[src/rtl/bdda_pkg.sv]
// Package for the business-day date adder: field widths, status codes,
// controller/datapath command and status structs, and calendar tables.
// Depends on nothing; every other file in rtl/ imports it.
`timescale 1ns / 1ps

package bdda_pkg;

  // Field widths of the request and result ports.
  localparam int DAY_W  = 5;
  localparam int MON_W  = 4;
  localparam int YEAR_W = 14;
  localparam int CNT_W  = 12;
  localparam int WDAY_W = 3;
  localparam int STAT_W = 2;

  // Internal widths: year modulo 400, weekday sum, shared multiplier.
  localparam int C400_W  = 9;
  localparam int SUM_W   = 15;
  localparam int MUL_B_W = 16;
  localparam int PROD_W  = 31;
  localparam int Q100_W  = 8;
  localparam int Q7_W    = 13;

  // Reciprocal constants: x / 100 = (x * 5243) >> 19 and x / 7 = (x * 37450) >> 18,
  // both exact for x below 43690, which covers every value that reaches them.
  localparam logic [MUL_B_W-1:0] RECIP_100 = 16'd5243;
  localparam logic [MUL_B_W-1:0] RECIP_7   = 16'd37450;
  localparam int SHIFT_100 = 19;
  localparam int SHIFT_7   = 18;

  localparam logic [YEAR_W-1:0] MAX_YEAR  = 14'd9999;
  localparam logic [MON_W-1:0]  MON_FEB   = 4'd2;
  localparam logic [MON_W-1:0]  MON_JAN   = 4'd1;
  localparam logic [MON_W-1:0]  MON_DEC   = 4'd12;
  localparam logic [WDAY_W-1:0] WD_SUN    = 3'd0;
  localparam logic [WDAY_W-1:0] WD_FRI    = 3'd5;
  localparam logic [WDAY_W-1:0] WD_SAT    = 3'd6;
  localparam logic [C400_W-1:0] C400_LAST = 9'd399;

  typedef enum logic [STAT_W-1:0] {
    ST_OK       = 2'd0,
    ST_INVALID  = 2'd1,
    ST_OVERFLOW = 2'd2
  } status_t;

  // Operand choice of the shared constant multiplier.
  typedef enum logic [1:0] {
    MUL_YEAR,
    MUL_SHIFTED_YEAR,
    MUL_SUM
  } mul_sel_t;

  // Commands from the controller to the datapath.
  typedef struct packed {
    logic     load;
    logic     mul_en;
    mul_sel_t mul_sel;
    logic     qy_en;
    logic     sum_en;
    logic     wd_en;
    logic     step;
    logic     fin;
    status_t  fin_code;
  } dp_cmd_t;

  // Status from the datapath to the controller.
  typedef struct packed {
    logic invalid;
    logic left_zero;
    logic weekend;
    logic overflow;
  } dp_stat_t;

  // Leap year from the year modulo 400.
  function automatic logic is_leap(input logic [C400_W-1:0] c400);
    return (c400[1:0] == 2'd0) && (c400 != 9'd100) && (c400 != 9'd200) &&
           (c400 != 9'd300);
  endfunction

  // Length of a month; zero for a month code that means nothing.
  function automatic logic [DAY_W-1:0] month_days(input logic [MON_W-1:0] month,
                                                  input logic leap);
    logic [DAY_W-1:0] len;
    case (month)
      4'd2:                             len = leap ? 5'd29 : 5'd28;
      4'd4, 4'd6, 4'd9, 4'd11:          len = 5'd30;
      4'd1, 4'd3, 4'd5, 4'd7, 4'd8,
      4'd10, 4'd12:                     len = 5'd31;
      default:                          len = 5'd0;
    endcase
    return len;
  endfunction

  // Month term of the weekday formula, (31 * shifted month) / 12.
  function automatic logic [DAY_W-1:0] month_offset(input logic [MON_W-1:0] month);
    logic [DAY_W-1:0] off;
    case (month)
      4'd1:    off = 5'd28;
      4'd2:    off = 5'd31;
      4'd3:    off = 5'd2;
      4'd4:    off = 5'd5;
      4'd5:    off = 5'd7;
      4'd6:    off = 5'd10;
      4'd7:    off = 5'd12;
      4'd8:    off = 5'd15;
      4'd9:    off = 5'd18;
      4'd10:   off = 5'd20;
      4'd11:   off = 5'd23;
      4'd12:   off = 5'd25;
      default: off = 5'd0;
    endcase
    return off;
  endfunction

endpackage

[src/rtl/bdda_datapath.sv]
// Datapath of the business-day date adder: start registers, weekday setup
// through one shared constant multiplier, the day stepper and result registers.
// Depends on bdda_pkg.
`timescale 1ns / 1ps

module bdda_datapath (
  input  logic                            clk,
  input  bdda_pkg::dp_cmd_t               cmd,
  output bdda_pkg::dp_stat_t              stat,
  input  logic [bdda_pkg::DAY_W-1:0]      start_day,
  input  logic [bdda_pkg::MON_W-1:0]      start_month,
  input  logic [bdda_pkg::YEAR_W-1:0]     start_year,
  input  logic [bdda_pkg::CNT_W-1:0]      work_days,
  output logic [bdda_pkg::DAY_W-1:0]      return_day,
  output logic [bdda_pkg::MON_W-1:0]      return_month,
  output logic [bdda_pkg::YEAR_W-1:0]     return_year,
  output logic [bdda_pkg::WDAY_W-1:0]     return_weekday,
  output logic [bdda_pkg::STAT_W-1:0]     status
);
  import bdda_pkg::*;

  logic [DAY_W-1:0]  sd, d;
  logic [MON_W-1:0]  sm, m;
  logic [YEAR_W-1:0] sy, y;
  logic [CNT_W-1:0]  left;
  logic [C400_W-1:0] c400;
  logic [WDAY_W-1:0] wd, wd0;
  logic [PROD_W-1:0] prod;
  logic [Q100_W-1:0] qy;
  logic [SUM_W-1:0]  sum;

  logic [YEAR_W-1:0]  yy;
  logic [SUM_W-1:0]   mul_a;
  logic [MUL_B_W-1:0] mul_b;
  logic [PROD_W-1:0]  mul_p;
  logic [Q100_W-1:0]  q100;
  logic [Q7_W-1:0]    q7;
  logic [SUM_W-1:0]   sum_next;
  logic [SUM_W-1:0]   rem7;
  logic [YEAR_W-1:0]  c400_full;
  logic               leap;
  logic [DAY_W-1:0]   dim;
  logic               at_end;

  // January and February count as months of the previous year.
  assign yy = sy - YEAR_W'((sm == MON_JAN) || (sm == MON_FEB));

  // Shared multiplier by a reciprocal constant.
  always_comb begin
    case (cmd.mul_sel)
      MUL_YEAR:         begin mul_a = SUM_W'(sy);  mul_b = RECIP_100; end
      MUL_SHIFTED_YEAR: begin mul_a = SUM_W'(yy);  mul_b = RECIP_100; end
      MUL_SUM:          begin mul_a = sum;         mul_b = RECIP_7;   end
      default:          begin mul_a = sum;         mul_b = RECIP_7;   end
    endcase
  end
  assign mul_p = PROD_W'(mul_a) * PROD_W'(mul_b);

  assign q100 = prod[SHIFT_100 +: Q100_W];
  assign q7   = prod[SHIFT_7 +: Q7_W];

  // Weekday sum d + yy + yy/4 - yy/100 + yy/400 + month term, and its remainder.
  assign sum_next = SUM_W'(sd) + SUM_W'(yy) + SUM_W'(yy >> 2) - SUM_W'(q100) +
                    SUM_W'(q100 >> 2) + SUM_W'(month_offset(sm));
  assign rem7 = sum - SUM_W'(SUM_W'(q7) * SUM_W'(7));

  // Year modulo 400 from the quotient by 100.
  assign c400_full = sy - YEAR_W'(YEAR_W'(qy[Q100_W-1:2]) * YEAR_W'(400));

  // Calendar state of the current date.
  assign leap   = is_leap(c400);
  assign dim    = month_days(m, leap);
  assign at_end = (d == dim);

  assign stat.invalid   = (sm == '0) || (sm > MON_DEC) || (sy == '0) || (sy > MAX_YEAR) ||
                          (sd == '0) || (sd > dim);
  assign stat.left_zero = (left == '0);
  assign stat.weekend   = (wd == WD_FRI) || (wd == WD_SAT);
  assign stat.overflow  = at_end && (m == MON_DEC) && (y >= MAX_YEAR);

  // Start capture, setup arithmetic and day stepping.
  always_ff @(posedge clk) begin
    if (cmd.load) begin
      sd   <= start_day;
      sm   <= start_month;
      sy   <= start_year;
      d    <= start_day;
      m    <= start_month;
      y    <= start_year;
      left <= work_days;
    end
    if (cmd.mul_en) begin
      prod <= mul_p;
    end
    if (cmd.qy_en) begin
      qy <= q100;
    end
    if (cmd.sum_en) begin
      sum  <= sum_next;
      c400 <= c400_full[C400_W-1:0];
    end
    if (cmd.wd_en) begin
      wd  <= rem7[WDAY_W-1:0];
      wd0 <= rem7[WDAY_W-1:0];
    end
    if (cmd.step) begin
      if (at_end) begin
        d <= DAY_W'(1);
        if (m == MON_DEC) begin
          m    <= MON_JAN;
          y    <= y + YEAR_W'(1);
          c400 <= (c400 == C400_LAST) ? '0 : c400 + C400_W'(1);
        end else begin
          m <= m + MON_W'(1);
        end
      end else begin
        d <= d + DAY_W'(1);
      end
      wd <= (wd == WD_SAT) ? WD_SUN : wd + WDAY_W'(1);
      if (!stat.left_zero && !stat.weekend) begin
        left <= left - CNT_W'(1);
      end
    end
  end

  // Result registers, written once per request.
  always_ff @(posedge clk) begin
    if (cmd.fin) begin
      status <= cmd.fin_code;
      case (cmd.fin_code)
        ST_OK: begin
          return_day     <= d;
          return_month   <= m;
          return_year    <= y;
          return_weekday <= wd;
        end
        ST_INVALID: begin
          return_day     <= sd;
          return_month   <= sm;
          return_year    <= sy;
          return_weekday <= WD_SUN;
        end
        default: begin
          return_day     <= sd;
          return_month   <= sm;
          return_year    <= sy;
          return_weekday <= wd0;
        end
      endcase
    end
  end

  // A working day consumed by a step lowers the count by one.
  a_count_down: assert property (@(posedge clk)
    (cmd.step && !stat.left_zero && !stat.weekend) |=> (left == $past(left) - CNT_W'(1)))
    else $error("work day count did not decrement");

  // The weekday advances cyclically with every step.
  a_wday_step: assert property (@(posedge clk)
    cmd.step |=> (wd == (($past(wd) == WD_SAT) ? WD_SUN : $past(wd) + WDAY_W'(1))))
    else $error("weekday did not advance with the date");

  // Year rollover lands on the first of January.
  a_new_year: assert property (@(posedge clk)
    (cmd.step && at_end && (m == MON_DEC)) |=> ((m == MON_JAN) && (d == DAY_W'(1))))
    else $error("year rollover did not reach January 1");

endmodule

[src/rtl/bdda_ctrl.sv]
// Controller of the business-day date adder: sequences weekday setup, the
// validity check, day stepping and the result strobe.
// Depends on bdda_pkg.
`timescale 1ns / 1ps

module bdda_ctrl (
  input  logic               clk,
  input  logic               rst,
  input  logic               start,
  output logic               busy,
  output logic               done,
  output bdda_pkg::dp_cmd_t  cmd,
  input  bdda_pkg::dp_stat_t stat
);
  import bdda_pkg::*;

  typedef enum logic [2:0] {
    S_IDLE,
    S_MUL_YEAR,
    S_MUL_SHIFTED,
    S_SUM,
    S_MOD7,
    S_WDAY,
    S_RUN
  } state_t;

  state_t state, state_next;

  assign busy = (state != S_IDLE);

  // Command decode and next state.
  always_comb begin
    cmd          = '0;
    cmd.mul_sel  = MUL_SUM;
    cmd.fin_code = ST_OK;
    state_next   = state;
    case (state)
      S_IDLE: begin
        if (start) begin
          cmd.load   = 1'b1;
          state_next = S_MUL_YEAR;
        end
      end
      S_MUL_YEAR: begin
        cmd.mul_en  = 1'b1;
        cmd.mul_sel = MUL_YEAR;
        state_next  = S_MUL_SHIFTED;
      end
      S_MUL_SHIFTED: begin
        cmd.qy_en   = 1'b1;
        cmd.mul_en  = 1'b1;
        cmd.mul_sel = MUL_SHIFTED_YEAR;
        state_next  = S_SUM;
      end
      S_SUM: begin
        cmd.sum_en = 1'b1;
        state_next = S_MOD7;
      end
      S_MOD7: begin
        cmd.mul_en  = 1'b1;
        cmd.mul_sel = MUL_SUM;
        state_next  = S_WDAY;
      end
      S_WDAY: begin
        if (stat.invalid) begin
          cmd.fin      = 1'b1;
          cmd.fin_code = ST_INVALID;
          state_next   = S_IDLE;
        end else begin
          cmd.wd_en  = 1'b1;
          state_next = S_RUN;
        end
      end
      S_RUN: begin
        if (!stat.left_zero || stat.weekend) begin
          if (stat.overflow) begin
            cmd.fin      = 1'b1;
            cmd.fin_code = ST_OVERFLOW;
            state_next   = S_IDLE;
          end else begin
            cmd.step = 1'b1;
          end
        end else begin
          cmd.fin      = 1'b1;
          cmd.fin_code = ST_OK;
          state_next   = S_IDLE;
        end
      end
      default: begin
        state_next = S_IDLE;
      end
    endcase
  end

  // State and the result strobe.
  always_ff @(posedge clk) begin
    if (rst) begin
      state <= S_IDLE;
      done  <= 1'b0;
    end else begin
      state <= state_next;
      done  <= cmd.fin;
    end
  end

  // The strobe follows the end of a request, when the block is free again.
  a_done_idle: assert property (@(posedge clk) disable iff (rst)
    done |-> !busy)
    else $error("result strobe while busy");

  // The date never steps past the last supported year.
  a_no_overflow_step: assert property (@(posedge clk) disable iff (rst)
    cmd.step |-> !stat.overflow)
    else $error("step issued at year overflow");

  // Work starts only on an accepted request.
  a_start_req: assert property (@(posedge clk) disable iff (rst)
    $rose(busy) |-> $past(start))
    else $error("busy without a request");

endmodule

[src/rtl/business_day_date_adder_unit.sv]
// Top level of the business-day date adder: controller and datapath.
// Depends on bdda_pkg, bdda_ctrl and bdda_datapath.
`timescale 1ns / 1ps

// Usage:
//   A request (start date and number of working days) is taken at a rising
//   clock edge where start is high and busy is low. Friday and Saturday are
//   weekend days. The result (return date, its weekday, status) appears on the
//   result ports for exactly one cycle with done high; the receiver cannot
//   stall it, and the ports keep their value until the next result.
//   Setup computes the weekday via one shared constant multiplier, then does
//   the validity check. The day stepper then advances one calendar day per
//   clock until the working days (up to 4095) are used up and the date is not
//   a weekend day; the result registers are then written, and the strobe is
//   registered from that same command. An invalid start date finishes at the
//   validity check, the last setup step; a year overflow finishes when the
//   stepper reaches December 31, 9999.
//   One request is in flight at a time; busy drops in the cycle of the strobe,
//   so the next request can be taken then.
//   Reset (rst, synchronous, active high) returns the controller to idle and
//   clears the strobe; result ports are undefined until the first result.

module business_day_date_adder_unit (
  input  logic                        clk,
  input  logic                        rst,
  input  logic                        start,
  output logic                        busy,
  input  logic [bdda_pkg::DAY_W-1:0]  start_day,
  input  logic [bdda_pkg::MON_W-1:0]  start_month,
  input  logic [bdda_pkg::YEAR_W-1:0] start_year,
  input  logic [bdda_pkg::CNT_W-1:0]  work_days,
  output logic                        done,
  output logic [bdda_pkg::DAY_W-1:0]  return_day,
  output logic [bdda_pkg::MON_W-1:0]  return_month,
  output logic [bdda_pkg::YEAR_W-1:0] return_year,
  output logic [bdda_pkg::WDAY_W-1:0] return_weekday,
  output logic [bdda_pkg::STAT_W-1:0] status
);
  import bdda_pkg::*;

  dp_cmd_t  cmd;
  dp_stat_t stat;

  // Sequencing of one request.
  bdda_ctrl u_ctrl (
    .clk   (clk),
    .rst   (rst),
    .start (start),
    .busy  (busy),
    .done  (done),
    .cmd   (cmd),
    .stat  (stat)
  );

  // Calendar arithmetic and result registers.
  bdda_datapath u_datapath (
    .clk            (clk),
    .cmd            (cmd),
    .stat           (stat),
    .start_day      (start_day),
    .start_month    (start_month),
    .start_year     (start_year),
    .work_days      (work_days),
    .return_day     (return_day),
    .return_month   (return_month),
    .return_year    (return_year),
    .return_weekday (return_weekday),
    .status         (status)
  );

endmodule

[config.mk]
export PLATFORM = sky130hd
export DESIGN_NAME = business_day_date_adder_unit
export DESIGN_NICKNAME = d
export VERILOG_FILES = /design/src/rtl/bdda_pkg.sv /design/src/rtl/bdda_datapath.sv /design/src/rtl/bdda_ctrl.sv /design/src/rtl/business_day_date_adder_unit.sv
export SDC_FILE = /design/constraint.sdc
export NUM_CORES = 1
export LEC_CHECK = 0
export BUFFER_PORTS_ARGS = -buffer_cell sky130_fd_sc_hd__buf_2
export CELL_PAD_IN_SITES_DETAIL_PLACEMENT = 1
export CELL_PAD_IN_SITES_GLOBAL_PLACEMENT = 2
export CORE_UTILIZATION = 37
export DETAILED_ROUTE_END_ITERATION = 7
export PLACE_DENSITY_LB_ADDON = 0.1
export SYNTH_ARGS = -nofsm -noshare
export SYNTH_HDL_FRONTEND = slang
export SYNTH_SLANG_ARGS = --single-unit
[constraint.sdc]
create_clock -name clk -period 7.3 [get_ports clk]
set_input_delay 0.73 -clock clk [delete_from_list [all_inputs] [get_ports clk]]
set_output_delay 0.73 -clock clk [all_outputs]
set_load 0.05 [all_outputs]
==> results.py <==
metrics = {
    "floorplan": {
        "core.rowCount": 68,
        "die_area_mm2": 0.0360,
        "initial_core_util": 0.376,
        "coreArea_mm2": 0.0346,
        "die-width_um": 190,
        "die_h_um": 190,
        "io_pins": 68,
    },
    "clock_tree": {
        "cts.path.max_buffers": 2,
        "root_buffer": "clkbuf_16",
        "numCtsBuffers": 17,
        "cts_tree": "built",
        "cts.sinks": 139,
        "cts_max_level": 4,
        "hold_buffers": 0,
        "clk_latency_ps": 430,
        "cts.reportedPaths.clkPinSlew_ps": 60,
    },
    "placement": {
        "pre_cts_slack_ps": -440,
        "dp_hpwl_mm": 29.8,
        "gp_congestion": 0.815,
        "placed_cells": 1890,
        "port_buffers": 67,
    },
    "run_status": {
        "violations": "negative setup slack",
        "outcome": "finished, violations left",
    },
    "logic_synthesis": {
        "postSynthCellCount": 1311,
        "syn_area_mm2": 0.0130,
        "synth_top_cell_area_share": 0.210,
        "synth_edf_count": 91,
        "yosysWarnings": 0,
        "synth_cell_types": 78,
        "synthFlopType": "edfxtp_1",
        "synth_top_area_cell": "edfxtp_1",
        "ys_seq_area_frac": 0.283,
        "ys_async_sr_fraction": 0,
        "synth_seq_cells": 139,
        "syn_avg_cell_area_um2": 9.94,
        "ys_top_cells_by_area": "edfxtp_1 21%, fa_1 18%, ha_1 17%",
    },
    "worst_setup_path": {
        "cp_max_fo": 5,
        "cp-end-kind": "flip-flop",
        "path_buf_inv": 4,
        "critPathKind": "flip-flop to flip-flop",
        "critPathLaunchType": "flip-flop",
        "slowest_stage": "fa_2",
        "crit_family": "adder cells",
        "required_ps": 7480,
        "max_stage_delay_ps": 590,
        "cp.arrival_ps": 7630,
    },
    "sta": {
        "setup_ws_ps": -141,
        "fin_worst_skew_ps": 9.89,
        "rsz0062_at_grt": "true",
        "drv_slew": 0,
        "holdWs_ps": 492,
        "max-slew-margin-rel": 0.419,
        "fin_tns_setup_ps": -608,
        "worst_pin_slew_ps": 872,
        "setup_viol": 5,
        "clock.fmax_mhz": 134,
        "final_hold_viol_count": 0,
        "fin_crit_sh": 1.02,
        "period_needed_ps": 7440,
    },
    "power_and_ir_drop": {
        "p_leak_nw": 7.20,
        "vdd_drop_max_v": 0.000596,
        "pwr_density_cell_mw_per_mm2": 527,
    },
    "route": {
        "drt-pass1-iter-count": 4,
        "totalWireLength_mm": 36.2,
        "antenna_left": 0,
        "drtIter0Drc": 231,
        "viasPerCell": 5.03,
        "drc": 0,
        "wl_per_cell_um": 18.8,
        "vias": 9696,
    },
    "layout": {
        "final.fill_count": 3919,
        "drive_gt1_frac": 0.191,
        "finish.utilization": 0.443,
        "synthToLayoutAreaGrowth_pct": 17.7,
        "n_antenna_cell": 0,
        "nNetsFinal": 1784,
        "final_cells": 1928,
    },
    "worst_hold_path": {
        "hold_class": "primary input to flip-flop",
    },
    "global_routing": {
        "track_usage": 0.209,
        "grt_max_degree": 38,
        "grt_pass1_vias": 10600,
        "grt_pass1_wl_mm": 57.5,
        "overflow": 0,
        "antenna_found_initial": 0,
    },
    "job": {
        "cap_violations": 0,
    },
}
-- power by group --
part,leakage (nW),internal (mW),switching [mW]
clock,0.270,0.500,0.354
combinational,5.69,2.75,3.15
sequential,1.24,1.20,0.145
-- worst paths after layout --
| kind | slack (ps) | endpoint | from | cells past startpoint |
|---|---|---|---|---|
| setup / recovery | -140 | u_datapath.prod[22] | u_datapath.sm[0] | 30 |
| hold / removal | 490 | u_datapath.sd[3] | start_day[3] | 1 |
| setup reg to reg | -140 | u_datapath.prod[22] | u_datapath.sm[0] | 30 |
| hold reg to reg | 500 | u_datapath.left[5] | u_datapath.left[5] | 2 |
-- area by class of cell --
type	instances	area [um2]	area share
inverter	242	908	0.0592
sequential	139	3690	0.241
clock inverter	12	125	0.00815
multi-input combinational	905	8610	0.561
clock buffer	20	437	0.0285
tap	455	569	0.0371
timing repair buffer	155	1000	0.0654
-- synth_stat cells (5+ instances only) --
master and number:
inv_1 241, ha_1 172, fa_1 114, edfxtp_1 91
nand2_1 80, nor2_1 80, o21ai_0 57, a21oi_1 53
dfxtp_1 48, xnor2_1 36, nand3_1 33, nor3_1 31
clkbuf_1 18, a21o_1 17, xor2_1 17, and2_1 15
mux2_2 15, and3_1 12, a211oi_1 9, mux2_4 9
or2_2 9, a211o_1 8, nand4_1 8, or3_1 8
a31oi_1 7, nand2b_1 7, o31ai_1 7, buf_6 6
nor2b_1 6, nor4_1 6, o22ai_1 6, buf_2 5
o21a_1 5
-- cells by family after synthesis --
family / Yosys count / share of synthesized area
other cells: 2 / 0.000576
mux: 28 / 0.0274
fa+ha+maj: 286 / 0.340
compound gates: 212 / 0.109
simple gates: 316 / 0.119
buf+inv: 274 / 0.0831
xor+xnor: 54 / 0.0369
flops: 139 / 0.283
-- metal layers --
layer	global-route usage	up-vias	wire (um)
li1	-	4717	-
met1	0.263	4878	16300
met2	0.382	78	18700
met3	0.0227	23	662
met4	0.0478	0	500
met5	0	-	0
-- cells in the final DEF (no fill, tap or decap), drive strengths merged, types with 25 or more instances in the layout --
cell / Yosys / layout
inv: 241 / 241
xnor2: 37 / 37
nor3: 31 / 31
nand2: 82 / 82
a21oi: 53 / 53
nand3: 33 / 33
fa: 114 / 114
ha: 172 / 172
o21ai: 60 / 60
nor2: 81 / 81
buf: 14 / 155
edfxtp: 91 / 91
dfxtp: 48 / 48
mux2: 25 / 25
-- what timing repair did --
| action | 4_1_cts | 5_1_grt |
|---|---|---|
| pin swaps | 18 | 21 |
| gates resized for setup | 2 | 34 |
| setup buffers | 3 | 3 |
| setup endpoints to repair | 6 | 9 |
-- per-stage QoR --
stage	power [mW]	cell area, um2
2_1_floorplan	5.28	13200
3_3_place_gp	6.58	14600
3_5_place_dp	6.81	14600
4_1_cts	7.74	15200
5_1_grt	8.95	15300
6_report	8.09	15300
-- worst reg2reg max path, delay by kind of cell (launching register included) --
kind	cells	cell delay, ps
XOR/XNOR	2	290
adder cells (fa/ha/maj)	9	3140
buffers and inverters	4	420
AND/OR/NAND/NOR	8	1660
flip-flops	1	430
AO/OA/AOI/OAI	7	1240
-- state kept, by name, summed over array words and instances, names as in the netlist, 4 cells and up, named ones only --
name / cells
u_datapath.y: 14
u_datapath.m: 4
u_datapath.return_year: 14
u_datapath.qy: 5
u_datapath.sum: 15
u_datapath.return_day: 5
u_datapath.return_month: 4
u_datapath.prod: 9
u_datapath.sd: 5
u_datapath.c400: 9
u_datapath.left: 12
u_datapath.sm: 4
u_datapath.sy: 14
u_datapath.d: 5
No activity file was read; power rests on OpenSTA's default activity.
